### src/mvl_pkg.sv
package mvl_pkg;

    localparam int SINE_ENTRIES = 1024;
    localparam int SINE_DIV = SINE_ENTRIES - 1;
    localparam int TAB_ENTRIES = 256;
    localparam int TAB_STEP = SINE_ENTRIES / TAB_ENTRIES;
    localparam int QUARTER_OFS = SINE_ENTRIES / 4 / TAB_STEP;
    localparam int DEF_QUEUE_DEPTH = 4;

    localparam int COORD_W = 16;
    localparam int PACK_W = 16;
    localparam int ANG_W = 8;
    localparam int SIN_W = 16;
    localparam int WGT_W = 16;
    localparam int POS_W = 24;
    localparam int NRM_W = 16;

    localparam int WGT_ONE = 1 << WGT_W;
    localparam int WGT_SHIFT = 16;
    localparam int POS_SHIFT = 8;
    localparam int FRAC_Q14 = 14;
    localparam int ROUND_Q14 = 8192;
    localparam int NORM_ONE = 16384;

    localparam int PP_W = 34;
    localparam int C_W = 30;
    localparam int BL_W = 46;
    localparam int SQ_W = 57;
    localparam int LEN_W = 58;
    localparam int RES_W = LEN_W + 1;
    localparam int ROOT_W = 29;
    localparam int MAG_W = 29;
    localparam int QN_W = MAG_W + FRAC_Q14;
    localparam int Q_W = 15;

    localparam longint unsigned HALF_PI_Q62 = 64'd7244019458077122842;
    localparam int TAYLOR_TERMS = 14;
    localparam longint unsigned TAYLOR_DEN [1:TAYLOR_TERMS] = '{
        64'd6, 64'd20, 64'd42, 64'd72, 64'd110, 64'd156, 64'd210,
        64'd272, 64'd342, 64'd420, 64'd506, 64'd600, 64'd702, 64'd812
    };

    typedef logic signed [SIN_W-1:0] sine_tab_t [TAB_ENTRIES];

    typedef struct packed {
        logic signed [COORD_W-1:0] new_x;
        logic signed [COORD_W-1:0] new_y;
        logic signed [COORD_W-1:0] new_z;
        logic [PACK_W-1:0]         new_packed_normal;
        logic signed [COORD_W-1:0] old_x;
        logic signed [COORD_W-1:0] old_y;
        logic signed [COORD_W-1:0] old_z;
        logic [PACK_W-1:0]         old_packed_normal;
        logic                      last_vertex_in;
    } in_item_t;

    typedef struct packed {
        logic signed [POS_W-1:0] pos_x;
        logic signed [POS_W-1:0] pos_y;
        logic signed [POS_W-1:0] pos_z;
        logic signed [NRM_W-1:0] norm_x;
        logic signed [NRM_W-1:0] norm_y;
        logic signed [NRM_W-1:0] norm_z;
        logic                    last_vertex_out;
    } out_item_t;

    typedef struct packed {
        logic signed [COORD_W-1:0] new_x;
        logic signed [COORD_W-1:0] new_y;
        logic signed [COORD_W-1:0] new_z;
        logic signed [COORD_W-1:0] old_x;
        logic signed [COORD_W-1:0] old_y;
        logic signed [COORD_W-1:0] old_z;
        logic signed [SIN_W-1:0]   n_cos_lat;
        logic signed [SIN_W-1:0]   n_sin_lat;
        logic signed [SIN_W-1:0]   n_sin_lng;
        logic signed [SIN_W-1:0]   n_cos_lng;
        logic signed [SIN_W-1:0]   o_cos_lat;
        logic signed [SIN_W-1:0]   o_sin_lat;
        logic signed [SIN_W-1:0]   o_sin_lng;
        logic signed [SIN_W-1:0]   o_cos_lng;
        logic                      last;
    } vtx_item_t;

    function automatic longint unsigned mul_q62(input longint unsigned a,
                                                input longint unsigned b);
        logic [127:0] p;
        p = {64'd0, a} * {64'd0, b};
        return p[125:62];
    endfunction

    function automatic longint unsigned sin_quarter(input longint unsigned r);
        longint unsigned x;
        longint unsigned x2;
        longint unsigned term;
        longint unsigned sum;
        x = (HALF_PI_Q62 / SINE_DIV) * r + ((HALF_PI_Q62 % SINE_DIV) * r) / SINE_DIV;
        x2 = mul_q62(x, x);
        term = x;
        sum = x;
        for (int k = 1; k <= TAYLOR_TERMS; k++) begin
            term = mul_q62(term, x2) / TAYLOR_DEN[k];
            if (k[0]) begin
                sum = sum - term;
            end else begin
                sum = sum + term;
            end
        end
        return sum;
    endfunction

    function automatic sine_tab_t build_sine_tab();
        sine_tab_t tab;
        longint unsigned n;
        longint unsigned quad;
        longint unsigned r;
        longint unsigned s;
        longint unsigned e;
        for (int k = 0; k < TAB_ENTRIES; k++) begin
            n = 64'(k * TAB_STEP * 4);
            quad = (n / SINE_DIV) & 64'd3;
            r = n % SINE_DIV;
            s = quad[0] ? sin_quarter(64'(SINE_DIV) - r) : sin_quarter(r);
            e = (s + (64'd1 << 47)) >> 48;
            tab[k] = quad[1] ? SIN_W'(-e) : SIN_W'(e);
        end
        return tab;
    endfunction

    localparam sine_tab_t SINE_TAB = build_sine_tab();

endpackage

### src/mvl_queue.sv
module mvl_queue #(
    parameter int DEPTH = mvl_pkg::DEF_QUEUE_DEPTH
) (
    input  logic               aclk,
    input  logic               aresetn,
    input  logic               push,
    input  mvl_pkg::vtx_item_t push_item,
    output logic               full,
    input  logic               pop,
    output logic               empty,
    output mvl_pkg::vtx_item_t head_item
);
    import mvl_pkg::*;

    localparam int PTR_W = (DEPTH > 1) ? $clog2(DEPTH) : 1;
    localparam int CNT_W = $clog2(DEPTH + 1);

    vtx_item_t        mem_reg [DEPTH];
    logic [PTR_W-1:0] wr_ptr_reg, wr_ptr_next;
    logic [PTR_W-1:0] rd_ptr_reg, rd_ptr_next;
    logic [CNT_W-1:0] count_reg, count_next;

    assign full      = count_reg == CNT_W'(DEPTH);
    assign empty     = count_reg == '0;
    assign head_item = mem_reg[rd_ptr_reg];

    always_comb begin
        wr_ptr_next = wr_ptr_reg;
        rd_ptr_next = rd_ptr_reg;
        count_next  = count_reg;
        if (push) begin
            wr_ptr_next = (wr_ptr_reg == PTR_W'(DEPTH - 1)) ? '0 : wr_ptr_reg + 1'b1;
        end
        if (pop) begin
            rd_ptr_next = (rd_ptr_reg == PTR_W'(DEPTH - 1)) ? '0 : rd_ptr_reg + 1'b1;
        end
        if (push && !pop) begin
            count_next = count_reg + 1'b1;
        end else if (pop && !push) begin
            count_next = count_reg - 1'b1;
        end
    end

    always_ff @(posedge aclk) begin
        if (!aresetn) begin
            wr_ptr_reg <= '0;
            rd_ptr_reg <= '0;
            count_reg  <= '0;
        end else begin
            wr_ptr_reg <= wr_ptr_next;
            rd_ptr_reg <= rd_ptr_next;
            count_reg  <= count_next;
        end
    end

    always_ff @(posedge aclk) begin
        if (push) begin
            mem_reg[wr_ptr_reg] <= push_item;
        end
    end

endmodule

### config.mk
export PLATFORM = sky130hd
export DESIGN_NAME = mvl_queue
export DESIGN_NICKNAME = d
export VERILOG_FILES = /design/src/mvl_pkg.sv /design/src/mvl_queue.sv
export SDC_FILE = /design/constraint.sdc
export NUM_CORES = 1
export LEC_CHECK = 0
export BUFFER_PORTS_ARGS = -buffer_cell sky130_fd_sc_hd__buf_4
export CORE_AREA = 3 3 410 209
export CTS_CLUSTER_SIZE = 12
export DETAILED_ROUTE_END_ITERATION = 12
export DIE_AREA = 0 0 413 212
export PLACE_DENSITY_LB_ADDON = 0.08
export REMOVE_ABC_BUFFERS = 1
export SLEW_MARGIN = 20
export SYNTH_ARGS = -nofsm -noshare
export SYNTH_HDL_FRONTEND = slang
export SYNTH_SLANG_ARGS = --single-unit
### constraint.sdc
create_clock -name aclk -period 9.49 [get_ports aclk]
set_input_delay 0 -clock aclk [delete_from_list [all_inputs] [get_ports aclk]]
set_output_delay 0 -clock aclk [all_outputs]
set_load 0.01 [all_outputs]
==> Word-level counts from Yosys, hierarchy flattened <==
Memory sizes are Yosys's and may differ from the RTL's. A register that Yosys moved wholly into a read port is not among the register bits.
Cells that the tools add are included.
{ "totals": {"ff_bits": 7, "latchBits": 0, "ram_bits": 900, "rom_bits": 0, "input_bits": 229, "out_inout_bits": 227, "wordCells": 25, "mem_count": 1} }
{ "classes": {"add_sub_neg": 4, "mul": 0, "div_mod_pow": 0, "order_cmp": 0, "n_eq_ne": 3, "shifts": 0, "mux": 8, "n_bitwise": 0, "reduce_logical": 6} }
{ "memory_table": {"columns": ["name", "words", "width", "read_ports", "rd_clocked_by_memory_dff", "wr", "line", "source"], "rows": [
  ["mem_reg", 4, 225, 1, 1, 1, "mvl_queue.sv:18", "vtx_item_t mem_reg [DEPTH];"]
]} }
{ "ops": {"columns": ["cell", "count"], "rows": [
  ["$mux 2", 4],
  ["$mux 3", 2],
  ["$add 2x1->2 const B", 2],
  ["$eq 2x2->1 const B", 2],
  ["$add 3x1->3 const B", 1],
  ["$eq 3x3->1 const B", 1],
  ["$logic_not 3->1", 1],
  ["$sub 3x1->3 const B", 1],
  ["$logic_and 1x1->1", 2],
  ["$logic_not 1->1", 2],
  ["$mux 1", 2],
  ["$reduce_bool 2->1", 1]
]} }

==> Depth between registers and ports, before layout <==
Gate-level depths: netlist (run 1).
{ "depth": {"ltp_word": 4, "mapped_depth": 7, "mapped_depth_nobuf": 7} }

==> Worst setup path before layout (run 1) <==
No wires, ideal clock.
{ "synth_path": {"path_type": "reg-to-reg", "start": "register wr_ptr_reg[0]", "end": "memory mem_reg[0][0] in the netlist's numbering (enable)", "setup_time_ns": 0.613, "arrival_time_ns": 5.651, "required_time_ns": 8.877, "setup_slack_ns": 3.227, "stages_incl_launch_ff": 4, "n_path_buf": 0, "period_less_slack_ns": 6.263, "cell_sequence": "dfxtp_1 -> inv_1 -> ha_1 -> and2_1"} }
{ "synth_rtl": {"columns": ["element", "line", "source"], "rows": [
  ["from (decl)", "mvl_queue.sv:19", "logic [PTR_W-1:0] wr_ptr_reg, wr_ptr_next;"],
  ["from (signal assigned)", "mvl_queue.sv:50", "wr_ptr_reg <= wr_ptr_next;"],
  ["to (decl)", "mvl_queue.sv:18", null]
]} }
Straight into the memory's write port.

==> results of run 1 <==
## where the power goes
part / leakage (nW) / internal, W / switching [W] / total [W]
Clock: 1.20 / 0.00177 / 0.00138 / 0.00314
Sequential: 8.34 / 0.00461 / 0.0000520 / 0.00466
Combinational: 4.60 / 0.000473 / 0.000440 / 0.000913
## worst max-delay path, cell delays in order (launching register included)
cell,delay [ns]
dfxtp_4,0.88
buf_4,0.70
buf_4,0.75
mux4_2,0.61
buf_4,0.16
## Yosys cell counts
| master | number |
|---|---|
| a21boi_0 | 1 |
| or3_1 | 1 |
| fa_1 | 1 |
| dfxtp_1 | 9 |
| edfxtp_1 | 900 |
| nor3_1 | 2 |
| nor2_1 | 1 |
| mux2i_1 | 4 |
| inv_1 | 4 |
| and2_1 | 5 |
| buf_1 | 1 |
| o21a_1 | 1 |
| xnor2_1 | 1 |
| buf_2 | 25 |
| xor2_1 | 1 |
| ha_1 | 6 |
| mux4_2 | 225 |
| clkbuf_1 | 6 |
| nor2b_1 | 5 |
| nor3b_1 | 1 |
| buf_6 | 18 |
| o21ai_0 | 1 |
## per-stage QoR
| step | power, W | instances | instance area (µm²) |
|---|---|---|---|
| floorplan | 0.005234 | 1169 | 32550 |
| finish | 0.008717 | 3097 | 42300 |
| global placement | 0.005581 | 2742 | 37530 |
| CTS | 0.008867 | 3096 | 42300 |
| detailed placement | 0.005606 | 2742 | 37530 |
| global route | 0.009084 | 3097 | 42300 |
## cell families (layout without fill, tap and decap cells)
logic type               Yosys count  count (layout)  share of synthesized area (%)
buffers and inverters             54             829                          1.122
AND/OR/NAND/NOR                   15              15                         0.2738
multiplexers                     229             229                          15.52
AO/OA/AOI/OAI                      3               3                        0.06084
adder cells (fa/ha/maj)            7               7                         0.2890
flip-flops                       909             909                          82.68
other                              0               1                              0
XOR/XNOR                           2               2                        0.05324
## final timing paths
kind                                     from               to  slack [ns]  cells after the start
worst min-delay path             push_item[7]    mem_reg[3][7]        0.09                      2
worst min register to register  rd_ptr_reg[1]             flop        0.53                      2
worst max-delay path                     flop   head_item[101]        5.62                      4
worst max register to register  wr_ptr_reg[0]  mem_reg[2][139]        6.79                      4
## final cells by class
class | count | area share, %
flip-flops and latches | 909 | 64.33
repair buffers | 700 | 13.89
multi-input cells | 256 | 12.62
clock buffers | 119 | 5.756
well taps | 1102 | 3.259
clock inverters | 6 | 0.09760
inverters | 4 | 0.03549
diodes | 1 | 0.005915
## metal layers
metal	GRT usage [%]	vias to the layer above
met4	5.052	0
li1	-	6757
met1	19.94	8157
met3	3.164	117
met5	0	-
met2	31.14	263
## placed cells by master (no fill, tap or decap), drive strengths merged
cell and instances:
a21boi 1, and2 5, buf 471, clkbuf 119, clkinv 5, dfxtp 9, diode 1, dlygate4sd3 229
edfxtp 900, fa 1, ha 6, inv 5, mux2i 4, mux4 225, nor2 1, nor2b 5
nor3 2, nor3b 1, o21a 1, o21ai 1, or3 1, xnor2 1, xor2 1
==> flow_metrics.tcl, run 1 <==
set metrics [dict create \
    grt_pass1_vias 17240 \
    cap_violations 0 \
    grt_max_degree 119 \
    worstMarginPinSlew_ns 1.020 \
    portBuffers 455 \
    leakagePower_nw 14.15 \
    crit_arrival_ns 3.87 \
    finalCriticalPeriod_ns 3.871 \
    cts_tree "done" \
    wl_met3_mm 2.364 \
    core_mm2 0.08185 \
    antenna_left 0 \
    end_kind "primary output" \
    syn_area_mm2 0.03291 \
    grt_pass1_wl_mm 108.8 \
    fin_ws_ns 5.619 \
    die_w_um 413 \
    clk_pin_slew_ns 0.06 \
    worstSkewPairLatency_ns 0.64 \
    die_area_mm2 0.08756 \
    synthCells 1219 \
    critical_path_class "flop to primary output" \
    path_max_fanout 40 \
    min_period_over_period_pct 40.79 \
    synth_area_per_cell_um2 26.99 \
    synth_seq_cells 909 \
    largest_register_ffs 900 \
    yosysWarnings 0 \
    yosysSeqAreaShare_pct 82.68 \
    cts_sinks 909 \
    drive_above_1_share_pct 40.07 \
    wl_per_cell_um 23.47 \
    gr-total-overflow 0 \
    synth_top_area_cell "edfxtp_1" \
    viasPerCell 4.938 \
    multi_input_area_mm2 0.005340 \
    ctsResizeCount 0 \
    cts_hold_buf 229 \
    holdWs_ns 0.09045 \
    synth_top_area_share_pct 82.13 \
    dr_total_vias 15294 \
    gp_congestion 0.7198 \
    ios 456 \
    worstPathRequired_ns 9.49 \
    hold_class "primary input to flop" \
    dr_wl_met2_mm 40.84 \
    place_ws_ns 6.093 \
    antenna_found_initial 1 \
    drt-total-wl_mm 72.70 \
    clock_path_buffers 3 \
    power.density_mw_per_mm2 206.1 \
    max_slew_margin_pct 32.01 \
    post-route-util_pct 51.69 \
    dr.pass1.iters 4 \
    regArea_mm2 0.02721 \
    finalSetupTns_ns 0 \
    fp-row-count 74 \
    root_buffer "clkbuf_16" \
    drc 0 \
    ir_drop_mv 0.1485 \
    hpwl_mm 43.77 \
    first_iter_violations 926 \
    netlist_top_cells_area "edfxtp_1 82%, mux4_2 15%, buf_6 0.62%" \
    start_util_pct 40.20 \
    crit_path_start_kind "flop" \
    highest_layer "met4" \
    finalMaxSlewViolations 0 \
    fp.dieH_um 212 \
    fillerInstances 6509 \
    clock-skew-final_ns 0.02144 \
    rsz0062_at_grt "no" \
    postCtsSetupBuffers 0 \
    syn_to_final_growth_pct 28.56 \
    setup_viol 0 \
    clock.fmax_ghz 0.2583 \
    grtUsageTotal_pct 16.80 \
    fin_nets 2194 \
    ys_types 22 \
    finalHoldViolCount 0 \
    wl_met1_mm 27.53 \
    ctsHtreeMaxLevel 3 \
    status "completed" \
    numCtsBuffers 87 \
]
No activity file was read; power rests on OpenSTA's default activity.
==> run 2, diff against run 1 <==
--- a/config.mk
+++ b/config.mk
@@ -5,11 +5,12 @@
 export SDC_FILE = /design/constraint.sdc
 export NUM_CORES = 1
 export LEC_CHECK = 0
+export ABC_AREA = 1
 export BUFFER_PORTS_ARGS = -buffer_cell sky130_fd_sc_hd__buf_4
-export CORE_AREA = 3 3 410 209
+export CORE_AREA = 3 3 415 212
 export CTS_CLUSTER_SIZE = 12
 export DETAILED_ROUTE_END_ITERATION = 12
-export DIE_AREA = 0 0 413 212
+export DIE_AREA = 0 0 418 215
 export PLACE_DENSITY_LB_ADDON = 0.08
 export REMOVE_ABC_BUFFERS = 1
 export SLEW_MARGIN = 20
==> constraint.sdc (replaced) <==
create_clock -name aclk -period 3.6 [get_ports aclk]
set_input_delay 0 -clock aclk [delete_from_list [all_inputs] [get_ports aclk]]
set_output_delay 0 -clock aclk [all_outputs]
set_load 0.01 [all_outputs]
==> flow_metrics.tcl, run 2 <==
set metrics [dict create \
    cts_tree "done" \
    clock.fmax_ghz 0.3483 \
    fp.dieH_um 215 \
    stdcell_count 4071 \
    portBuffers 455 \
    core_mm2 0.08399 \
    setup_viol 0 \
    synth_enable_flop_cells 900 \
    yosysSeqAreaShare_pct 80.71 \
    dr.pass1.iters 5 \
    ys.flop_type "edfxtp_1" \
    drt-total-wl_mm 84.95 \
    syn_to_final_growth_pct 27.94 \
    synth_most_common_cell "edfxtp_1" \
    synthCells 2234 \
    die_w_um 418 \
    grt_max_degree 212 \
    grt_pass1_wl_mm 128.0 \
    end_kind "primary output" \
    cp_slowest_cell "dfxtp_4" \
    worstPathRequired_ns 3.60 \
    p_seq_share_pct 52.0 \
    numCtsBuffers 88 \
    cell_internal_pwr_w 0.01800 \
    cpPeakStageDelay_ns 0.56 \
    max_slew_margin_pct 28.90 \
    p_clk_share_pct 36.1 \
    leakagePower_nw 14.98 \
    async_flop_share_pct 0 \
    syn_area_mm2 0.03371 \
    ios 456 \
    p_total_w 0.02348 \
    rsz0062_at_grt "no" \
    yosysWarnings 0 \
    status "completed" \
    netlist_top_cells_area "edfxtp_1 80%, o21ai_0 6.0%, nor2_1 5.1%" \
    ctsHtreeMaxLevel 3 \
    hold_class "primary input to flop" \
    cts_sinks 909 \
    drc 0 \
    finalCriticalPeriod_ns 2.871 \
    largest_register_ffs 900 \
    synth_top_area_share_pct 80.18 \
    antenna_left 0 \
    grtUsageTotal_pct 18.74 \
    ys_types 21 \
    final_common_cell "edfxtp_1" \
    finalHoldViolCount 0 \
    final_cell_mix "900 x edfxtp_1, 486 x buf_4, 458 x nor2_1" \
    hpwl_mm 48.53 \
    critical_path_class "flop to primary output" \
    root_buffer "clkbuf_16" \
    path_cells "clkinv_8 > buf_4 > o21ai_0 > o22ai_1 > buf_4" \
    clk_pin_slew_ns 0.06 \
    sw_frac_of_total_pct 23.34 \
    die_area_mm2 0.08987 \
    gr-total-overflow 0 \
    clock-skew-final_ns 0.01442 \
    synth_common_cells "900 x edfxtp_1, 458 x nor2_1, 402 x o21ai_0" \
    pwr-share-comb_pct 11.9 \
    synth_area_per_cell_um2 15.09 \
    power_switching_w 0.005481 \
    crit_path_start_kind "flop" \
    finalSetupTns_ns 0 \
    drive_above_1_share_pct 20.67 \
    power.density_mw_per_mm2 544.4 \
    ctsResizeCount 0 \
    dr_total_vias 20646 \
    antenna_found_initial 4 \
    grt_pass1_vias 20670 \
    crit_arrival_ns 2.87 \
    ir_drop_mv 0.3680 \
    synth_top_area_cell "edfxtp_1" \
    dp_cells 3706 \
    worstSkewPairLatency_ns 0.65 \
    fp-row-count 75 \
    cts_hold_buf 230 \
    post-route-util_pct 51.35 \
    gp_congestion 0.7301 \
    path_max_fanout 154 \
    synth_seq_cells 909 \
    crit_path_frequent_cell "buf_4" \
    finalMaxSlewViolations 0 \
    viasPerCell 5.071 \
    clock_path_buffers 3 \
    wl_per_cell_um 20.87 \
    worstMarginPinSlew_ns 1.067 \
    start_util_pct 40.14 \
    first_iter_violations 1130 \
    fin_nets 3146 \
    min_period_over_period_pct 79.76 \
    cap_violations 0 \
    postCtsSetupBuffers 0 \
]
run 2: layout make-up:
type                    count  area (µm²)
fillers                  7096       40860
flip-flops and latches    909       27210
repair buffers            734        6311
multi-input cells        1161        5574
clock buffers             120        2429
well taps                1116        1396
inverters                  16       107.6
clock inverters            11       83.83
diodes                      4       10.01
run 2: layer usage:
metal | global-route usage, % | vias up | wire, µm
li1 | - | 9819 | -
met5 | 0 | - | 0
met1 | 23.35 | 10397 | 35310
met2 | 33.53 | 316 | 45070
met3 | 3.351 | 114 | 2493
met4 | 5.169 | 0 | 2076
run 2: power groups by stage:
stage          logic [W]  registers (W)  clock network, W
4_1_cts          0.00287         0.0122           0.00873
6_report         0.00279         0.0122           0.00848
2_1_floorplan    0.00109         0.0126                 0
3_3_place_gp     0.00263         0.0124                 0
5_1_grt          0.00305         0.0122           0.00918
3_5_place_dp     0.00264         0.0124                 0
run 2: metrics by stage:
step	cell area, µm²	hold slack, ns	setup WS [ns]
6_report	43130	0.08545	0.7288
5_1_grt	43130	0.05381	0.4272
4_1_cts	43120	0.02577	0.6433
3_5_place_dp	38300	0.2035	1.328
3_3_place_gp	38300	0.2027	1.350
2_1_floorplan	32850	0.09887	-7.161
run 2: worst max-delay path: cells and delay by family, from the launching register on:
family                 cells  cell delay, ns
AO/OA/AOI/OAI              2            0.30
flip-flops                 1            0.56
buffers and inverters      3            1.16
run 2: kinds of logic (layout without fill, tap and decap cells):
logic type,count (synthesis),after routing,share of synthesized area (%)
XOR/XNOR,1,1,0.02599
buffers and inverters,164,881,2.754
adder cells (fa/ha/maj),7,7,0.2821
other,0,4,0
AND/OR/NAND/NOR,472,472,5.282
AO/OA/AOI/OAI,681,681,10.95
flip-flops,909,909,80.71
run 2: path summary, 6_finish.rpt:
check | from | to | slack [ns] | cells after the start
setup / recovery | flop | head_item[95] | 0.73 | 5
hold / removal | push_item[105] | mem_reg[2][105] | 0.09 | 2
setup reg to reg | count_reg[0] | count_reg[2] | 1.29 | 7
hold reg to reg | wr_ptr_reg[1] | wr_ptr_reg[1] | 0.53 | 2
==> run 3, diff against run 2 <==
==> constraint.sdc (replaced) <==
create_clock -name aclk -period 2.7 [get_ports aclk]
set_input_delay 0 -clock aclk [delete_from_list [all_inputs] [get_ports aclk]]
set_output_delay 0 -clock aclk [all_outputs]
set_load 0.01 [all_outputs]
==> flow_metrics.tcl, run 3 (synthesized netlist as in run 2, its figures left out) <==
set metrics [dict create \
    largest_register_ffs 900 \
    power_switching_w 0.007213 \
    wl_per_cell_um 21.21 \
    die_area_mm2 0.08987 \
    dr.pass1.iters 5 \
    ir_drop_mv 0.4387 \
    first_iter_violations 1337 \
    clock-skew-final_ns 0.01151 \
    grt_pass1_wl_mm 129.8 \
    gp_congestion 0.7191 \
    setup_viol 0 \
    gr-total-overflow 0 \
    p_seq_share_pct 52.5 \
    end_kind "primary output" \
    drt-total-wl_mm 86.08 \
    pwr-share-comb_pct 12.2 \
    crit_path_start_kind "flop" \
    fin_nets 3144 \
    clock_path_buffers 3 \
    cts_tree "done" \
    path_max_fanout 190 \
    sw_frac_of_total_pct 23.30 \
    worstSkewPairLatency_ns 0.65 \
    clock.fmax_ghz 0.3851 \
    cp.depth 4 \
    antenna_found_initial 2 \
    cap_violations 0 \
    final_cell_mix "900 x edfxtp_1, 473 x buf_4, 458 x nor2_1" \
    finalCriticalPeriod_ns 2.597 \
    rr_worst_depth 5 \
    stdcell_count 4058 \
    min_delay_path_depth 2 \
    fp-row-count 75 \
    crit_arrival_ns 2.60 \
    path_cells "buf_16 > o21ai_0 > o22ai_1 > buf_4" \
    leakagePower_nw 14.96 \
    rsz0062_at_grt "no" \
    critPathBufInv 2 \
    worstMarginPinSlew_ns 0.9085 \
    finalHoldViolCount 0 \
    postCtsSetupBuffers 0 \
    grtUsageTotal_pct 18.90 \
    hpwl_mm 49.78 \
    finalMaxSlewViolations 0 \
    min_period_over_period_pct 96.18 \
    max_slew_margin_pct 39.43 \
    grt_max_degree 191 \
    core_mm2 0.08399 \
    root_buffer "clkbuf_16" \
    final_common_cell "edfxtp_1" \
    syn_to_final_growth_pct 27.88 \
    fp.dieH_um 215 \
    cpPeakStageDelay_ns 0.47 \
    hold_class "primary input to flop" \
    dp_cells 3704 \
    clk_pin_slew_ns 0.06 \
    worstPathRequired_ns 2.70 \
    p_clk_share_pct 35.3 \
    critical-path-top-delay-family "buffers and inverters" \
    portBuffers 455 \
    cp_slowest_cell "buf_16" \
    dr_total_vias 20675 \
    post-route-util_pct 51.33 \
    critical_path_class "flop to primary output" \
    start_util_pct 40.14 \
    die_w_um 418 \
    power.density_mw_per_mm2 718.2 \
    ios 456 \
    status "completed" \
    cell_internal_pwr_w 0.02375 \
    grt_pass1_vias 20786 \
    drc 0 \
    antenna_left 0 \
    ctsHtreeMaxLevel 3 \
    drive_above_1_share_pct 20.44 \
    viasPerCell 5.095 \
    cts_sinks 909 \
    numCtsBuffers 87 \
]
-- run 3: changes by cell type in the layout (fill, tap and decap cells not counted), sizes merged --
cell | previous run | this run
buf | 504 | 502
clkbuf | 120 | 116
clkinv | 8 | 4
diode | 4 | 2
dlygate4sd3 | 230 | 231
inv | 18 | 16
-- run 3: final cells by class --
cell class              count  area (µm²)
fillers                  7117       40880
flip-flops and latches    909       27210
repair buffers            733        6434
multi-input cells        1161        5574
clock buffers             116        2328
well taps                1116        1396
inverters                  16       107.6
clock inverters             5       47.55
diodes                      2       5.005
-- run 3: repair_timing --
action,in CTS,in global routing
setup endpoints to repair,3,9
endpoints found under the hold margin,939,0
gates cloned,0,0
resized for setup,1,2
hold buffers,231,0
-- run 3: worst paths after layout --
kind,start,endpoint,slack [ns]
setup reg to reg,count_reg[0],count_reg[1],0.43
setup / recovery,flop,head_item[31],0.10
hold reg to reg,wr_ptr_reg[1],wr_ptr_reg[1],0.53
hold / removal,push_item[110],mem_reg[1][110],0.1
-- run 3: stage by stage --
| step | setup WS [ns] | hold slack, ns | total power (W) | setup TNS (ns) | area (µm²) |
|---|---|---|---|---|---|
| floorplan | -8.061 | 0.09887 | 0.01824 | -4304.67 | 32850 |
| global placement | 0.6615 | 0.2039 | 0.02012 | 0 | 38400 |
| detailed placement | 0.6651 | 0.2030 | 0.02014 | 0 | 38400 |
| CTS | 0.02914 | 0.04026 | 0.03139 | 0 | 43090 |
| global route | 0.001098 | 0.05520 | 0.03227 | 0 | 43110 |
| finish | 0.1033 | 0.09546 | 0.03096 | 0 | 43110 |
-- run 3: power groups by stage --
stage / Sequential, W / Combinational (W) / Clock [W]
3_3_place_gp: 0.0166 / 0.00357 / 0
2_1_floorplan: 0.0168 / 0.00146 / 0
3_5_place_dp: 0.0166 / 0.00358 / 0
6_report: 0.0163 / 0.00378 / 0.0109
4_1_cts: 0.0163 / 0.00389 / 0.0112
5_1_grt: 0.0163 / 0.00412 / 0.0118
-- run 3: layer usage --
layer,track usage (%),wire [µm]
met1,23.31,35250
met2,34.04,45940
met3,3.537,2726
met4,5.074,2161
met5,0,0
